===== config.mk =====
export PLATFORM = sky130hd
export DESIGN_NAME = dimmer_channel_group_controller
export DESIGN_NICKNAME = d
export VERILOG_FILES = /design/src/hdl/dcgc_pkg.sv /design/src/hdl/dcgc_ctrl.sv /design/src/hdl/dcgc_dp.sv /design/src/hdl/dimmer_channel_group_controller.sv
export SDC_FILE = /design/constraint.sdc
export NUM_CORES = 1
export LEC_CHECK = 0
export ABC_AREA = 1
export BUFFER_PORTS_ARGS = -buffer_cell sky130_fd_sc_hd__buf_4
export CAP_MARGIN = 15
export CORE_UTILIZATION = 68
export DETAILED_ROUTE_END_ITERATION = 12
export PLACE_DENSITY = 0.88
export SLEW_MARGIN = 20
export SYNTH_ARGS = -nofsm -noshare
export SYNTH_HDL_FRONTEND = slang
export SYNTH_SLANG_ARGS = --single-unit

===== constraint.sdc =====
create_clock -name aclk -period 12.12 [get_ports aclk]
set_clock_uncertainty 0.05 [all_clocks]
set_input_delay 2.424 -clock aclk [delete_from_list [all_inputs] [get_ports aclk]]
set_output_delay 2.424 -clock aclk [all_outputs]
set_load 0.01 [all_outputs]

===== src/hdl/dcgc_pkg.sv =====
package dcgc_pkg;

    localparam int MAX_CHANNELS_DEFAULT = 32;

    localparam int KIND_W    = 2;
    localparam int TIME_W    = 32;
    localparam int LEVEL_W   = 8;
    localparam int CHAN_W    = 5;
    localparam int DUTY_W    = 16;
    localparam int TARGET_W  = 32;
    localparam int CFG_IDX_W = 2;
    localparam int CFG_DAT_W = 32;

    localparam int S_TDATA_W = 40;
    localparam int M_TDATA_W = 56;

    localparam logic [KIND_W-1:0] KIND_TICK   = 2'd0;
    localparam logic [KIND_W-1:0] KIND_TOGGLE = 2'd1;
    localparam logic [KIND_W-1:0] KIND_SET    = 2'd2;
    localparam logic [KIND_W-1:0] KIND_BAD    = 2'd3;

    localparam logic [1:0] RES_STATUS    = 2'd0;
    localparam logic [1:0] RES_HEARTBEAT = 2'd1;
    localparam logic [1:0] RES_DUTY      = 2'd2;

    localparam logic STATUS_OK      = 1'b0;
    localparam logic STATUS_INVALID = 1'b1;

    localparam logic [CFG_IDX_W-1:0] REG_FIRST_CHANNEL = 2'd0;
    localparam logic [CFG_IDX_W-1:0] REG_LAST_CHANNEL  = 2'd1;
    localparam logic [CFG_IDX_W-1:0] REG_AUTO_OFF      = 2'd2;
    localparam logic [CFG_IDX_W-1:0] REG_STANDBY_ID    = 2'd3;

    localparam logic [TIME_W-1:0]  HEARTBEAT_MS = 32'd3000;
    localparam logic [LEVEL_W-1:0] FULL_LEVEL   = 8'd100;
    localparam logic [LEVEL_W-1:0] RESET_LEVEL  = 8'd50;
    localparam logic [DUTY_W-1:0]  FULL_DUTY    = 16'hFFFF;

    // floor(x / 100) = (x * ceil(2^30 / 100)) >> 30 for every x below 2^23.
    localparam int RECIP_W = 24;
    localparam int SCALED_W = 23;
    localparam int PROD_W = SCALED_W + RECIP_W;
    localparam int RECIP_SHIFT = 30;
    localparam logic [RECIP_W-1:0] DUTY_RECIP = 24'd10737419;

    typedef enum logic [4:0] {
        ST_IDLE = 5'b00001,
        ST_CMD  = 5'b00010,
        ST_EVAL = 5'b00100,
        ST_HB   = 5'b01000,
        ST_CH   = 5'b10000
    } state_t;

    typedef struct packed {
        logic load_item;
        logic emit_cmd;
        logic eval;
        logic emit_hb;
        logic emit_ch;
    } ctrl_cmd_t;

    typedef struct packed {
        logic in_is_cmd;
        logic hb_eval;
        logic wr_eval;
        logic wr_pend;
        logic ch_end;
        logic out_free;
    } dp_status_t;

endpackage


===== src/hdl/dcgc_ctrl.sv =====
module dcgc_ctrl (
    input  logic                  aclk,
    input  logic                  aresetn,
    input  logic                  s_tvalid,
    output logic                  s_tready,
    input  dcgc_pkg::dp_status_t  status,
    output dcgc_pkg::ctrl_cmd_t   cmd
);

    dcgc_pkg::state_t state_reg;
    dcgc_pkg::state_t state_next;

    always_ff @(posedge aclk) begin
        if (!aresetn) begin
            state_reg <= dcgc_pkg::ST_IDLE;
        end else begin
            state_reg <= state_next;
        end
    end

    assign s_tready = (state_reg == dcgc_pkg::ST_IDLE);

    always_comb begin
        state_next    = state_reg;
        cmd           = '0;
        case (state_reg)
            dcgc_pkg::ST_IDLE: begin
                if (s_tvalid) begin
                    cmd.load_item = 1'b1;
                    state_next = status.in_is_cmd ? dcgc_pkg::ST_CMD : dcgc_pkg::ST_EVAL;
                end
            end
            dcgc_pkg::ST_CMD: begin
                if (status.out_free) begin
                    cmd.emit_cmd = 1'b1;
                    state_next = dcgc_pkg::ST_IDLE;
                end
            end
            dcgc_pkg::ST_EVAL: begin
                cmd.eval = 1'b1;
                if (status.hb_eval) begin
                    state_next = dcgc_pkg::ST_HB;
                end else if (status.wr_eval) begin
                    state_next = dcgc_pkg::ST_CH;
                end else begin
                    state_next = dcgc_pkg::ST_IDLE;
                end
            end
            dcgc_pkg::ST_HB: begin
                if (status.out_free) begin
                    cmd.emit_hb = 1'b1;
                    state_next = status.wr_pend ? dcgc_pkg::ST_CH : dcgc_pkg::ST_IDLE;
                end
            end
            dcgc_pkg::ST_CH: begin
                if (status.out_free) begin
                    cmd.emit_ch = 1'b1;
                    if (status.ch_end) begin
                        state_next = dcgc_pkg::ST_IDLE;
                    end
                end
            end
            default: begin
                state_next = dcgc_pkg::ST_IDLE;
            end
        endcase
    end

endmodule


===== src/hdl/dcgc_dp.sv =====
module dcgc_dp #(
    parameter int MAX_CHANNELS = dcgc_pkg::MAX_CHANNELS_DEFAULT
) (
    input  logic                              aclk,
    input  logic                              aresetn,
    input  logic [dcgc_pkg::S_TDATA_W-1:0]    s_tdata,
    input  logic [dcgc_pkg::KIND_W-1:0]       s_tuser,
    output logic                              m_tvalid,
    input  logic                              m_tready,
    output logic [dcgc_pkg::M_TDATA_W-1:0]    m_tdata,
    output logic [1:0]                        m_tuser,
    output logic                              m_tlast,
    input  logic                              cfg_wr_en,
    input  logic [dcgc_pkg::CFG_IDX_W-1:0]    cfg_index,
    input  logic [dcgc_pkg::CFG_DAT_W-1:0]    cfg_wr_data,
    input  dcgc_pkg::ctrl_cmd_t               cmd,
    output dcgc_pkg::dp_status_t              status
);

    localparam logic [dcgc_pkg::CHAN_W:0] MaxCh = (dcgc_pkg::CHAN_W + 1)'(MAX_CHANNELS);

    logic [dcgc_pkg::CHAN_W-1:0]   first_reg;
    logic [dcgc_pkg::CHAN_W-1:0]   last_reg;
    logic [dcgc_pkg::TIME_W-1:0]   auto_off_reg;
    logic [dcgc_pkg::TARGET_W-1:0] target_reg;

    logic                          light_on_reg;
    logic                          pending_reg;
    logic [dcgc_pkg::LEVEL_W-1:0]  level_reg;
    logic [dcgc_pkg::TIME_W-1:0]   last_change_reg;
    logic [dcgc_pkg::TIME_W-1:0]   last_hb_reg;

    logic [dcgc_pkg::KIND_W-1:0]   kind_reg;
    logic [dcgc_pkg::TIME_W-1:0]   now_reg;
    logic [dcgc_pkg::LEVEL_W-1:0]  req_reg;
    logic [dcgc_pkg::PROD_W-1:0]   prod_reg;
    logic [dcgc_pkg::CHAN_W-1:0]   chan_reg;
    logic                          wr_pend_reg;

    logic                          out_valid_reg;
    logic [1:0]                    out_type_reg;
    logic                          out_status_reg;
    logic [dcgc_pkg::TARGET_W-1:0] out_target_reg;
    logic [dcgc_pkg::CHAN_W-1:0]   out_chan_reg;
    logic [dcgc_pkg::DUTY_W-1:0]   out_duty_reg;
    logic                          out_last_reg;

    logic                          auto_off;
    logic                          light_after;
    logic                          pending_after;
    logic                          group_valid;
    logic                          hb_due;
    logic [dcgc_pkg::SCALED_W-1:0] scaled;
    logic [dcgc_pkg::DUTY_W-1:0]   duty;
    logic                          out_free;

    assign out_free = !out_valid_reg || m_tready;

    assign auto_off = light_on_reg && (auto_off_reg != '0)
                      && ((now_reg - last_change_reg) >= auto_off_reg);
    assign light_after   = light_on_reg && !auto_off;
    assign pending_after = pending_reg || auto_off;
    assign hb_due = light_after && ((now_reg - last_hb_reg) > dcgc_pkg::HEARTBEAT_MS);
    assign group_valid = (first_reg <= last_reg) && ({1'b0, first_reg} < MaxCh);

    assign scaled = {level_reg[6:0], 16'h0000} - {16'h0000, level_reg[6:0]};

    always_comb begin
        if (!light_on_reg) begin
            duty = '0;
        end else if (level_reg >= dcgc_pkg::FULL_LEVEL) begin
            duty = dcgc_pkg::FULL_DUTY;
        end else begin
            duty = prod_reg[dcgc_pkg::RECIP_SHIFT +: dcgc_pkg::DUTY_W];
        end
    end

    assign status.in_is_cmd = (s_tuser != dcgc_pkg::KIND_TICK);
    assign status.hb_eval   = hb_due;
    assign status.wr_eval   = pending_after && group_valid;
    assign status.wr_pend   = wr_pend_reg;
    assign status.ch_end    = (chan_reg == last_reg)
                              || (({1'b0, chan_reg} + 1'b1) == MaxCh);
    assign status.out_free  = out_free;

    always_ff @(posedge aclk) begin
        if (!aresetn) begin
            first_reg    <= '0;
            last_reg     <= '0;
            auto_off_reg <= '0;
            target_reg   <= '0;
        end else if (cfg_wr_en) begin
            case (cfg_index)
                dcgc_pkg::REG_FIRST_CHANNEL: first_reg    <= cfg_wr_data[dcgc_pkg::CHAN_W-1:0];
                dcgc_pkg::REG_LAST_CHANNEL:  last_reg     <= cfg_wr_data[dcgc_pkg::CHAN_W-1:0];
                dcgc_pkg::REG_AUTO_OFF:      auto_off_reg <= cfg_wr_data;
                dcgc_pkg::REG_STANDBY_ID:    target_reg   <= cfg_wr_data;
                default: begin
                end
            endcase
        end
    end

    always_ff @(posedge aclk) begin
        if (cmd.load_item) begin
            kind_reg <= s_tuser;
            now_reg  <= s_tdata[dcgc_pkg::TIME_W-1:0];
            req_reg  <= s_tdata[dcgc_pkg::TIME_W +: dcgc_pkg::LEVEL_W];
        end
        if (cmd.eval) begin
            prod_reg    <= scaled * dcgc_pkg::DUTY_RECIP;
            chan_reg    <= first_reg;
            wr_pend_reg <= pending_after && group_valid;
        end else if (cmd.emit_ch) begin
            chan_reg <= chan_reg + 1'b1;
        end
    end

    always_ff @(posedge aclk) begin
        if (!aresetn) begin
            light_on_reg    <= 1'b0;
            pending_reg     <= 1'b0;
            level_reg       <= dcgc_pkg::RESET_LEVEL;
            last_change_reg <= '0;
            last_hb_reg     <= '0;
        end else if (cmd.emit_cmd) begin
            case (kind_reg)
                dcgc_pkg::KIND_TOGGLE: begin
                    light_on_reg <= !light_on_reg;
                    pending_reg  <= 1'b1;
                end
                dcgc_pkg::KIND_SET: begin
                    level_reg   <= req_reg;
                    pending_reg <= 1'b1;
                end
                default: begin
                end
            endcase
        end else if (cmd.eval) begin
            light_on_reg <= light_after;
            if (hb_due) begin
                last_hb_reg <= now_reg;
            end
            if (pending_after) begin
                pending_reg     <= 1'b0;
                last_change_reg <= now_reg;
            end
        end
    end

    always_ff @(posedge aclk) begin
        if (!aresetn) begin
            out_valid_reg <= 1'b0;
        end else if (cmd.emit_cmd || cmd.emit_hb || cmd.emit_ch) begin
            out_valid_reg <= 1'b1;
        end else if (m_tready) begin
            out_valid_reg <= 1'b0;
        end
    end

    always_ff @(posedge aclk) begin
        if (cmd.emit_cmd) begin
            out_type_reg   <= dcgc_pkg::RES_STATUS;
            out_status_reg <= (kind_reg == dcgc_pkg::KIND_BAD) ? dcgc_pkg::STATUS_INVALID
                                                                : dcgc_pkg::STATUS_OK;
            out_target_reg <= '0;
            out_chan_reg   <= '0;
            out_duty_reg   <= '0;
            out_last_reg   <= 1'b1;
        end else if (cmd.emit_hb) begin
            out_type_reg   <= dcgc_pkg::RES_HEARTBEAT;
            out_status_reg <= dcgc_pkg::STATUS_OK;
            out_target_reg <= target_reg;
            out_chan_reg   <= '0;
            out_duty_reg   <= '0;
            out_last_reg   <= !wr_pend_reg;
        end else if (cmd.emit_ch) begin
            out_type_reg   <= dcgc_pkg::RES_DUTY;
            out_status_reg <= dcgc_pkg::STATUS_OK;
            out_target_reg <= '0;
            out_chan_reg   <= chan_reg;
            out_duty_reg   <= duty;
            out_last_reg   <= status.ch_end;
        end
    end

    assign m_tvalid = out_valid_reg;
    assign m_tuser  = out_type_reg;
    assign m_tlast  = out_last_reg;
    assign m_tdata  = {2'b00, out_duty_reg, out_chan_reg, out_target_reg, out_status_reg};

endmodule


===== src/hdl/dimmer_channel_group_controller.sv =====
// Dimmer for a group of PWM channels. Each input transfer is a command (toggle, set intensity,
// or an unsupported code) or a tick carrying the millisecond time. A command is loaded and then
// returns one status transfer. A tick is loaded and then evaluated for auto-off, heartbeat and
// pending change; its results then leave one per cycle while the result side does not stall:
// an optional heartbeat request and, when a change is pending and the group is valid, one duty
// write per channel from first_channel to last_channel, stopping at MAX_CHANNELS-1. The single
// output register and the controller sequencing one result per cycle bound the rate; a new
// input transfer is taken once the last result of the previous one sits in the output register.
module dimmer_channel_group_controller #(
    parameter int MAX_CHANNELS = dcgc_pkg::MAX_CHANNELS_DEFAULT
) (
    input  logic                              aclk,
    input  logic                              aresetn,
    input  logic                              s_tvalid,
    output logic                              s_tready,
    // now_ms [31:0], new_intensity [39:32]
    input  logic [dcgc_pkg::S_TDATA_W-1:0]    s_tdata,
    // kind [1:0]
    input  logic [dcgc_pkg::KIND_W-1:0]       s_tuser,
    output logic                              m_tvalid,
    input  logic                              m_tready,
    // status [0], heartbeat_target [32:1], channel [37:33], duty [53:38], zero [55:54]
    output logic [dcgc_pkg::M_TDATA_W-1:0]    m_tdata,
    // result_type [1:0]
    output logic [1:0]                        m_tuser,
    output logic                              m_tlast,
    input  logic                              cfg_wr_en,
    input  logic [dcgc_pkg::CFG_IDX_W-1:0]    cfg_index,
    input  logic [dcgc_pkg::CFG_DAT_W-1:0]    cfg_wr_data
);

    dcgc_pkg::ctrl_cmd_t  cmd;
    dcgc_pkg::dp_status_t status;

    dcgc_ctrl u_ctrl (
        .aclk     (aclk),
        .aresetn  (aresetn),
        .s_tvalid (s_tvalid),
        .s_tready (s_tready),
        .status   (status),
        .cmd      (cmd)
    );

    dcgc_dp #(
        .MAX_CHANNELS (MAX_CHANNELS)
    ) u_dp (
        .aclk        (aclk),
        .aresetn     (aresetn),
        .s_tdata     (s_tdata),
        .s_tuser     (s_tuser),
        .m_tvalid    (m_tvalid),
        .m_tready    (m_tready),
        .m_tdata     (m_tdata),
        .m_tuser     (m_tuser),
        .m_tlast     (m_tlast),
        .cfg_wr_en   (cfg_wr_en),
        .cfg_index   (cfg_index),
        .cfg_wr_data (cfg_wr_data),
        .cmd         (cmd),
        .status      (status)
    );

endmodule


==> results by group, run 1 <==
Route
  – # DRC: 0
  – Routed wire per std cell: about 18 um
  – ANT nets after route: 0
  – Routed vias: 21100
  – DRT iter0 DRCs: between 1000 and 1500
  – Drt first pass iters: 8
  – Drt via density: ~5.7
  – Final wirelength: a little under 70000 um

Worst setup path
  – Reg2reg start: u_dp.level_reg[0]
  – FF-to-FF End: u_dp.prod_reg[44]
  – Reg2reg setup slack: 3.27 ns
  – Critical Path Sink Type: flop
  – Worst path max stage delay: 0.88 ns
  – CP arrival: just over 9 ns
  – Critical path class: reg2reg
  – CP endpoint: u_dp.prod_reg[44]
  – CP Launch Type: flop
  – Slowest CP cell: dfxtp_1
  – Worst-path maximum fanout: 14
  – Crit path from: u_dp.level_reg[0]
  – R2R cell count: 33
  – Critical Path RT: between 10 and 15 ns
  – Critical path's most frequent cell: ha_1

Floorplan
  – IO Pins: around 140
  – Height of the chip: between 150 and 200 um
  – Initial core utilization: between 60 and 70%
  – Die W: about 190 um
  – Core area: 35600 um^2
  – Full die area: between 30000 and 40000 um^2
  – Num rows: 69

Hold path
  – Hold Path Class: reg2reg

Cells and area
  – Share of cells above drive strength 1: approximately 6.8%
  – Layout area overhead: 10.1%
  – Fin nets: approximately 3800

CTS
  – CTS Sinks: about 280
  – Setup Fix Bufs, Post-CTS: 0
  – TritonCTS clock tree: built
  – Cts repair resizes: 0
  – Worst skew pair latency: roughly 0.6 ns
  – Buffer depth of the longest clock path: 3
  – Clk slew on worst S/H paths: about 0.07 ns
  – CTS root buf: clkbuf_16
  – TritonCTS buffer count: 29
  – H-tree depth: 1
  – Hold Buf Count CTS: 0

GRT
  – Total GRT Usage: between 30% and 40%
  – Gr ovfl total: 0
  – First-pass GRT wire length: 107000 um
  – Vias in the first global route: between 20000 and 25000
  – Largest net degree at the start of global routing: between 80 and 90
  – Initial antenna violation count: 0

Place
  – DP Worst Slack: 3.36 ns
  – DPL Wire Length: 55200 um
  – IO Port Bufs: 139
  – Routability cong.: ~1.0

Timing
  – Fin Setup TNS: 0 ns
  – Final setup margin: roughly 3.3 ns
  – Final Hold Slack: 0.398 ns
  – Final setup fails: 0
  – Max Freq: between 100 and 150 MHz
  – Final Hold Viols: 0
  – Max-Slew Margin vs Limit: 35.5%
  – RSZ-0062 raised after global routing: no
  – Minimum period implied by the final worst setup slack: ~8.8 ns
  – Max Slew Vio Count: 0
  – Fin crit share: between 70% and 80%
  – Worst-margin pin slew: 0.967 ns

Synth
  – EDFF count, synth: 65
  – YS warnings: 0
  – Post-synthesis cell type count: 48
  – Top-area cell type share of the netlist area: 17.5%
  – Post-synthesis cell count: 3101
  – Top_reg_cell synth: dfxtp_1
  – Count leader, synth: inv_1
  – Asr flop ratio synth: 0%
  – Register area share after synthesis: roughly a quarter
  – Mapped cell area: 24600 um^2
  – Area leader, netlist: ha_1
  – Seq cells post-synth: 275
  – Most frequent cells after synthesis: inv_1, nand2_1, ha_1
  – Synth area leaders: ha_1, dfxtp_1, fa_1, inv_1, edfxtp_1
  – Mean post-synth cell area: between 7 and 8 um^2

Pwr
  – Sequential power share: between 20% and 30%
  – Peak VDD IR: about 0.19 mV
  – Leakage power: roughly 0.013 uW
  – Power Internal: 2180 uW
  – Power per cell area: about 130 nW/um^2
  – Clock power share: between 20% and 30%
  – Switch share: approximately two fifths
  – Switching Power: 1450 uW
  – Comb power frac: approximately 44%
  – Final Power: about 3600 uW

Outcome
  – Status: complete, no violations

Run
  – Max capacitance violation total: 0
critical path: cells and delay by family (launching register included):
kind                       cells  cell delay (ns)
adders and majority gates     11             4.36
and+or+nand+nor               10             1.39
buffers and inverters          7             0.90
DFF                            1             0.88
xor gates and xnor gates       3             0.76
AOI/OAI and AO/OA              2             0.27
metal layers:
metal	share of wire (%)	GRT usage [%]
met5	0	0
met4	5.8	19.7
met3	6.5	6.25
met2	50	67.2
met1	38	42.5
worst min path at each step:
stage / from / endpoint / slack (ns) / cells past startpoint
after floorplan: u_dp.req_reg[4] / u_dp.level_reg[4] / 0.37 / 2
after global placement: u_dp.target_reg[13] / u_dp.target_reg[13] / 0.38 / 2
after detailed placement: u_dp.target_reg[22] / u_dp.target_reg[22] / 0.39 / 2
after CTS: u_dp.target_reg[5] / u_dp.target_reg[5] / 0.40 / 2
after global routing: u_dp.last_change_reg[6] / u_dp.last_change_reg[6] / 0.42 / 2
final: u_dp.target_reg[22] / u_dp.target_reg[22] / 0.40 / 2
layout by cell type, fill, tap and decap left out, types with 5 or more instances in the layout:
cell type,instances
a211oi_1,5
a21o_1,9
a21oi_1,288
a31oi_1,13
buf_4,145
clkbuf_1,5
clkbuf_16,33
dfxtp_1,210
edfxtp_1,65
fa_1,193
ha_1,343
inv_1,693
inv_2,5
nand2_1,491
nand3_1,96
nand3b_1,10
nand4_1,33
nor2_1,165
nor2_2,6
nor3_1,21
nor4_1,10
o211ai_1,5
o21a_1,10
o21ai_0,220
o21ai_1,34
o21bai_1,5
o31ai_1,6
or2_2,6
xnor2_1,20
xor2_1,46
area by class of cell:
| type | instances | area (um^2) |
|---|---|---|
| antenna | 1 | 2.50 |
| timing repair buffer | 146 | 1120 |
| clock inverter | 14 | 159 |
| sequential | 275 | 6160 |
| fill | 2625 | 8510 |
| clock buffer | 40 | 872 |
| multi-input combinational | 2065 | 15500 |
| inverter | 701 | 2630 |
| tap | 461 | 577 |
per-stage QoR:
step | utilization, % | std cells | instance area, um^2
2_1_floorplan | - | 3102 | 24600
3_3_place_gp | 73.1 | 3647 | 26000
3_5_place_dp | 73.1 | 3647 | 26000
4_1_cts | 76.0 | 3701 | 27000
5_1_grt | 76.1 | 3702 | 27100
6_report | 76.1 | 3703 | 27100
power groups by stage:
stage | clock network [uW] | logic (uW) | registers, uW
finish | 960 | 1610 | 1070
global route | 998 | 1810 | 1070
CTS | 963 | 1590 | 1070
detailed placement | 0 | 1570 | 1090
global placement | 0 | 1530 | 1080
floorplan | 0 | 1110 | 1080
cell families (layout without fill, tap and decap cells):
group	Yosys count	in the layout	synth area share (%)
adder cells (fa/ha/maj)	536	536	33.2
AND/OR/NAND/NOR	850	850	14.5
XOR/XNOR	66	66	2.35
flip-flops	275	275	25.0
AO/OA/AOI/OAI	611	611	13.1
buffers and inverters	762	901	11.8
other	1	3	0.0153
(Power assumes the default switching activity.)
==> inputs of run 2 (changes only) <==
--- a/config.mk
+++ b/config.mk
@@ -8,9 +8,9 @@
 export ABC_AREA = 1
 export BUFFER_PORTS_ARGS = -buffer_cell sky130_fd_sc_hd__buf_4
 export CAP_MARGIN = 15
-export CORE_UTILIZATION = 68
+export CORE_UTILIZATION = 57
 export DETAILED_ROUTE_END_ITERATION = 12
-export PLACE_DENSITY = 0.88
+export PLACE_DENSITY = 0.78
 export SLEW_MARGIN = 20
 export SYNTH_ARGS = -nofsm -noshare
 export SYNTH_HDL_FRONTEND = slang
==> constraint.sdc (replaced) <==
create_clock -name aclk -period 8.1 [get_ports aclk]
set_clock_uncertainty 0.05 [all_clocks]
set_input_delay 1.62 -clock aclk [delete_from_list [all_inputs] [get_ports aclk]]
set_output_delay 1.62 -clock aclk [all_outputs]
set_load 0.01 [all_outputs]
==> results by group, run 2 (synthesized netlist as in run 1, its figures left out) <==
Place
  – Routability cong.: 0.947 (-5.7%)
  – IO Port Bufs: 139 (unchanged)
  – DPL Wire Length: 55600 um (+0.68%)
  – Placed Area: 26200 um^2 (+0.79%)

CTS
  – Worst skew pair latency: 0.60 ns (about the same)
  – H-tree depth: 1 (unchanged)
  – TritonCTS buffer count: 30 (+3.4%)
  – CTS Sinks: 275 (unchanged)
  – TritonCTS clock tree: built
  – Buffer depth of the longest clock path: 3 (unchanged)
  – CTS root buf: clkbuf_16
  – Clk slew on worst S/H paths: 0.06 ns (about the same)
  – Hold Buf Count CTS: 0 (unchanged)

Route
  – # DRC: 0 (unchanged)
  – Routed vias: 20600 (-2.5%)
  – Drt first pass iters: 7 (-1)
  – Routed wire per std cell: 17.5 um (-4.7%)
  – DRT iter0 DRCs: 1336 (-9.3%)
  – ANT nets after route: 0 (unchanged)
  – Final wirelength: 66600 um (-2.1%)
  – Drt via density: 5.42 (-5.0%)

Pwr
  – Power per cell area: 198 nW/um^2 (+47%)
  – Peak VDD IR: 0.246 mV (+32%)
  – Comb power frac: 44.8% (+0.6 points)
  – Clock power share: 25.6% (-0.8 points)
  – Switch share: 39.9% (-0.061 points)
  – Power Internal: 3250 uW (+49%)
  – Leakage power: 0.0133 uW (+0.55%)
  – Sequential power share: 29.5% (about the same)
  – Switching Power: 2160 uW (+48%)

GRT
  – Vias in the first global route: 20800 (-2.1%)
  – Gr ovfl total: 0 (unchanged)
  – Total GRT Usage: 30.8% (-6.7 points)
  – Largest net degree at the start of global routing: 85 (+3.7%)
  – First-pass GRT wire length: 107000 um (-0.19%)
  – Initial antenna violation count: 0 (unchanged)

Timing
  – Max Slew Vio Count: 0 (unchanged)
  – Fin crit share: 94.7% (+22 points)
  – Max Freq: 130 MHz (+15%)
  – Final setup fails: 0 (unchanged)
  – Worst-margin pin slew: 0.952 ns (-0.0144 ns)
  – Minimum period implied by the final worst setup slack: 7.67 ns (-1.18 ns)
  – Fin Setup TNS: 0 ns (unchanged)
  – Max-Slew Margin vs Limit: 36.5% (+0.96 points)
  – Final Hold Viols: 0 (unchanged)

Worst setup path
  – CP Launch Type: flop
  – CP arrival: 7.97 ns (-1.17 ns)
  – Critical path class: reg2reg
  – Critical Path RT: 8.40 ns (-4.01 ns)
  – Worst-path maximum fanout: 6 (-8)
  – Worst path max stage delay: 0.54 ns (-0.34 ns)
  – Slowest CP cell: fa_1
  – Critical path's most frequent cell: inv_1
  – Critical Path Sink Type: flop

Floorplan
  – Initial core utilization: 58.2% (-11 points)
  – Height of the chip: 210 um (+9.1%)
  – Core area: 42200 um^2 (+19%)
  – Die W: 210 um (+9.1%)
  – Full die area: 44000 um^2 (+19%)
  – IO Pins: 142 (unchanged)
  – Num rows: 75 (+8.7%)

Cells and area
  – Layout area overhead: 11.2%
  – # diodes: 0 (-1)
  – Share of cells above drive strength 1: 7.66% (+0.87 points)
  – Commonest non-fill, non-tap cell in the layout: inv_1
  – Most frequent cells in the layout: inv_1, nand2_1, ha_1, a21oi_1, o21ai_0
  – Fin nets: 3858 (+0.60%)
  – Finished Cell Area: 27300 um^2 (+1.0%)

Hold path
  – Hold Path Class: reg2reg

Outcome
  – Status: complete, no violations

Run
  – Max capacitance violation total: 0 (unchanged)
## run 2: critical path: cells and delay by family (launching register included)
| kind | cells | cell delay (ns) |
|---|---|---|
| AND/OR/NAND/NOR | 11 | 1.33 |
| adder cells (fa/ha/maj) | 9 | 3.79 |
| flip-flops | 1 | 0.35 |
| XOR/XNOR | 3 | 0.53 |
| buffers and inverters | 9 | 0.64 |
| AO/OA/AOI/OAI | 3 | 0.71 |
## run 2: worst paths after layout
check	to	start	slack, ns	cells after the start
worst max register to register	u_dp.prod_reg[43]	u_dp.level_reg[2]	0.43	35
worst min register to register	u_dp.target_reg[29]	u_dp.target_reg[29]	0.40	2
worst max-delay path	u_dp.prod_reg[43]	u_dp.level_reg[2]	0.43	35
worst min-delay path	u_dp.target_reg[29]	u_dp.target_reg[29]	0.40	2
## run 2: metal layers
| layer | routed length, um | up-vias | track usage, % |
|---|---|---|---|
| li1 | - | 10200 | - |
| met1 | 26800 | 9787 | 36.9 |
| met2 | 34600 | 498 | 56.8 |
| met3 | 2640 | 142 | 3.38 |
| met4 | 2590 | 0 | 10.7 |
| met5 | 0 | - | 0 |
## run 2: final cells by class
cell class,count,area (um^2)
fillers,3649,14900
clock inverters,11,119
flip-flops and latches,275,6160
multi-input cells,2065,15600
well taps,539,674
repair buffers,168,1270
inverters,701,2640
clock buffers,44,887
## run 2: power groups by stage
stage	Clock (uW)	Combinational, uW	Sequential [uW]
2_1_floorplan	0	1660	1620
3_3_place_gp	0	2340	1620
3_5_place_dp	0	2380	1620
4_1_cts	1400	2400	1590
5_1_grt	1460	2740	1600
6_report	1390	2420	1600
## run 2: per-stage QoR
step / hold slack, ns / power (uW) / std cells / setup WS [ns] / util (%)
floorplan: 0.372 / 3280 / 3102 / 0.409 / -
global placement: 0.384 / 3960 / 3740 / 0.484 / 62.1
detailed placement: 0.390 / 4010 / 3740 / 0.348 / 62.1
CTS: 0.399 / 5400 / 3795 / 0.314 / 64.4
global route: 0.414 / 5810 / 3803 / -0.0593 / 64.8
finish: 0.400 / 5400 / 3803 / 0.432 / 64.8
## run 2: repair_timing
item / CTS / global route
endpoints found under the setup margin: 0 / 7
gates resized for setup: 0 / 15
setup buffers: 0 / 7
==> inputs of run 3 (changes only) <==
--- a/config.mk
+++ b/config.mk
@@ -8,9 +8,9 @@
 export ABC_AREA = 1
 export BUFFER_PORTS_ARGS = -buffer_cell sky130_fd_sc_hd__buf_4
 export CAP_MARGIN = 15
-export CORE_UTILIZATION = 57
+export CORE_UTILIZATION = 68
 export DETAILED_ROUTE_END_ITERATION = 12
-export PLACE_DENSITY = 0.78
+export PLACE_DENSITY = 0.88
 export SLEW_MARGIN = 20
 export SYNTH_ARGS = -nofsm -noshare
 export SYNTH_HDL_FRONTEND = slang
==> constraint.sdc (replaced) <==
create_clock -name aclk -period 9.7 [get_ports aclk]
set_clock_uncertainty 0.05 [all_clocks]
set_input_delay 1.94 -clock aclk [delete_from_list [all_inputs] [get_ports aclk]]
set_output_delay 1.94 -clock aclk [all_outputs]
set_load 0.01 [all_outputs]
==> results by group, run 3 (synthesized netlist as in run 1, its figures left out) <==
Outcome
  – Status: complete, no violations

CTS
  – Cts repair resizes: 0 (unchanged)
  – Buffer depth of the longest clock path: 3 (unchanged)
  – Hold Buf Count CTS: 0 (unchanged)
  – TritonCTS buffer count: 30 (unchanged)
  – Worst skew pair latency: 0.60 ns (about the same)
  – CTS root buf: clkbuf_16
  – H-tree depth: 1 (unchanged)
  – CTS Sinks: 275 (unchanged)
  – TritonCTS clock tree: built
  – Setup Fix Bufs, Post-CTS: 0 (unchanged)
  – Clk slew on worst S/H paths: 0.07 ns (about the same)

Worst setup path
  – Critical Path RT: 9.99 ns (+1.59 ns)
  – CP Launch Type: flop
  – FF-to-FF End: u_dp.prod_reg[42]
  – Critical path's most frequent cell: ha_1
  – Worst-path maximum fanout: 14 (+8)
  – Reg2reg start: u_dp.level_reg[0]
  – Slowest CP cell: dfxtp_1
  – CP endpoint: u_dp.prod_reg[42]
  – Critical path class: reg2reg
  – Crit path from: u_dp.level_reg[0]
  – R2R cell count: 32 (-8.6%)
  – Worst path max stage delay: 0.91 ns (+0.37 ns)
  – Reg2reg setup slack: 0.68 ns (+0.25 ns)
  – CP arrival: 9.31 ns (+1.34 ns)
  – Critical Path Sink Type: flop

Pwr
  – Comb power frac: 44.4% (-0.4 points)
  – Power per cell area: 167 nW/um^2 (-15%)
  – Clock power share: 26.1% (+0.5 points)
  – Sequential power share: 29.5% (about the same)
  – Power Internal: 2710 uW (-17%)
  – Switching Power: 1820 uW (-16%)
  – Final Power: 4530 uW (-16%)
  – Leakage power: 0.0132 uW (-0.55%)
  – Switch share: 40.1% (+0.24 points)
  – Peak VDD IR: 0.252 mV (+2.7%)

Place
  – Placed Area: 26000 um^2 (-0.67%)
  – Routability cong.: 1.01 (+6.2%)
  – DPL Wire Length: 54700 um (-1.6%)
  – DP Cell Count: 3651 (-2.4%)
  – IO Port Bufs: 139 (unchanged)

Cells and area
  – # diodes: 0 (unchanged)
  – Commonest non-fill, non-tap cell in the layout: inv_1
  – Multi-input gate area: 15600 um^2 (-0.27%)
  – Register area: 6160 um^2 (unchanged)
  – Layout area overhead: 10.1%
  – Fin nets: 3839 (-0.49%)
  – Most frequent cells in the layout: inv_1, nand2_1, ha_1, a21oi_1, o21ai_0
  – Non-filler cells, final: 3707 (-2.5%)
  – Fillers: 2608 (-29%)
  – Share of cells above drive strength 1: 6.90% (-0.76 points)
  – Finished Cell Area: 27100 um^2 (-1.0%)

GRT
  – Total GRT Usage: 37.6% (+6.8 points)
  – Vias in the first global route: 21300 (+2.3%)
  – First-pass GRT wire length: 108000 um (+0.58%)
  – Initial antenna violation count: 0 (unchanged)
  – Largest net degree at the start of global routing: 84 (-1.2%)
  – Gr ovfl total: 0 (unchanged)

Floorplan
  – Die W: 192 um (-8.4%)
  – IO Pins: 142 (unchanged)
  – Height of the chip: 192 um (-8.4%)
  – Full die area: 36900 um^2 (-16%)
  – Initial core utilization: 69.1% (+11 points)
  – Num rows: 69 (-8.0%)
  – Core area: 35600 um^2 (-16%)

Timing
  – Final setup fails: 0 (unchanged)
  – Fin Setup TNS: 0 ns (unchanged)
  – Max Slew Vio Count: 0 (unchanged)
  – Worst-margin pin slew: 0.951 ns (-0.00145 ns)
  – Final Hold Slack: 0.399 ns (-0.000905 ns)
  – Final Hold Viols: 0 (unchanged)
  – RSZ-0062 raised after global routing: no
  – Max Freq: 111 MHz (-15%)
  – Max-Slew Margin vs Limit: 36.6% (+0.097 points)
  – Minimum period implied by the final worst setup slack: 9.02 ns (+1.35 ns)
  – Fin crit share: 93.0% (-1.7 points)

Route
  – # DRC: 0 (unchanged)
  – Drt first pass iters: 5 (-2)
  – Routed vias: 21300 (+3.2%)
  – Drt via density: 5.74 (+5.9%)
  – DRT iter0 DRCs: 1247 (-6.7%)
  – ANT nets after route: 0 (unchanged)
  – Final wirelength: 67700 um (+1.6%)
  – Routed wire per std cell: 18.3 um (+4.2%)

Hold path
  – Hold Path Class: reg2reg

Run
  – Max capacitance violation total: 0 (unchanged)
==> run 3: changes by cell type in the layout (fill, tap and decap cells not counted), moves of 2 or more <==
cell and delta:
a21oi_1 +3, a21oi_2 -3, nor2_2 -2, clkbuf_1 -3, clkinv_1 -2, ha_2 -2, ha_1 +2, clkbuf_8 +4
buf_4 -18, nor2_1 +3, inv_4 +2, clkinvlp_4 -2, clkbuf_16 -2, inv_6 +2
==> run 3: how the worst min path moves through the flow <==
stage	start	endpoint	slack (ns)	depth (start not counted)
3_3_place_gp	u_dp.target_reg[13]	u_dp.target_reg[13]	0.38	2
6_report	u_dp.target_reg[9]	u_dp.target_reg[9]	0.40	2
3_5_place_dp	u_dp.target_reg[22]	u_dp.target_reg[22]	0.39	2
5_1_grt	u_dp.target_reg[22]	u_dp.target_reg[22]	0.41	2
2_1_floorplan	u_dp.req_reg[4]	u_dp.level_reg[4]	0.37	2
4_1_cts	u_dp.target_reg[22]	u_dp.target_reg[22]	0.40	2
==> run 3: metal layers <==
metal	GRT usage [%]	share of wire [%]
met3	5.30	6.4
met5	0	0
met4	19.9	5.9
met1	44.1	38
met2	66.2	50
==> run 3: power by group through the flow <==
stage,sequential (uW),clock (uW),combinational [uW]
2_1_floorplan,1350,0,1390
4_1_cts,1330,1180,1990
5_1_grt,1340,1220,2260
3_3_place_gp,1350,0,1900
6_report,1330,1180,2010
3_5_place_dp,1360,0,1960
==> run 3: critical path, delay by kind of cell (launching register included) <==
kind | cells | cell delay (ns)
fa+ha+maj | 11 | 4.46
simple gates | 11 | 1.59
flops | 1 | 0.91
buf+inv | 6 | 0.84
xor+xnor | 2 | 0.66
compound gates | 2 | 0.25
==> run 3: through the flow <==
stage	setup slack [ns]	utilization, %
4_1_cts	0.738	76.1
6_report	0.678	76.1
5_1_grt	0.0297	76.1
3_3_place_gp	1.06	73.2
3_5_place_dp	0.826	73.2
2_1_floorplan	2.01	-
==> run 3: cell type report <==
| cell class | instances | share of cell area, % |
|---|---|---|
| clock buffer | 44 | 3.28 |
| clock inverter | 12 | 0.495 |
| inverter | 701 | 9.72 |
| multi-input combinational | 2065 | 57.5 |
| sequential | 275 | 22.7 |
| tap | 461 | 2.13 |
| timing repair buffer | 149 | 4.13 |
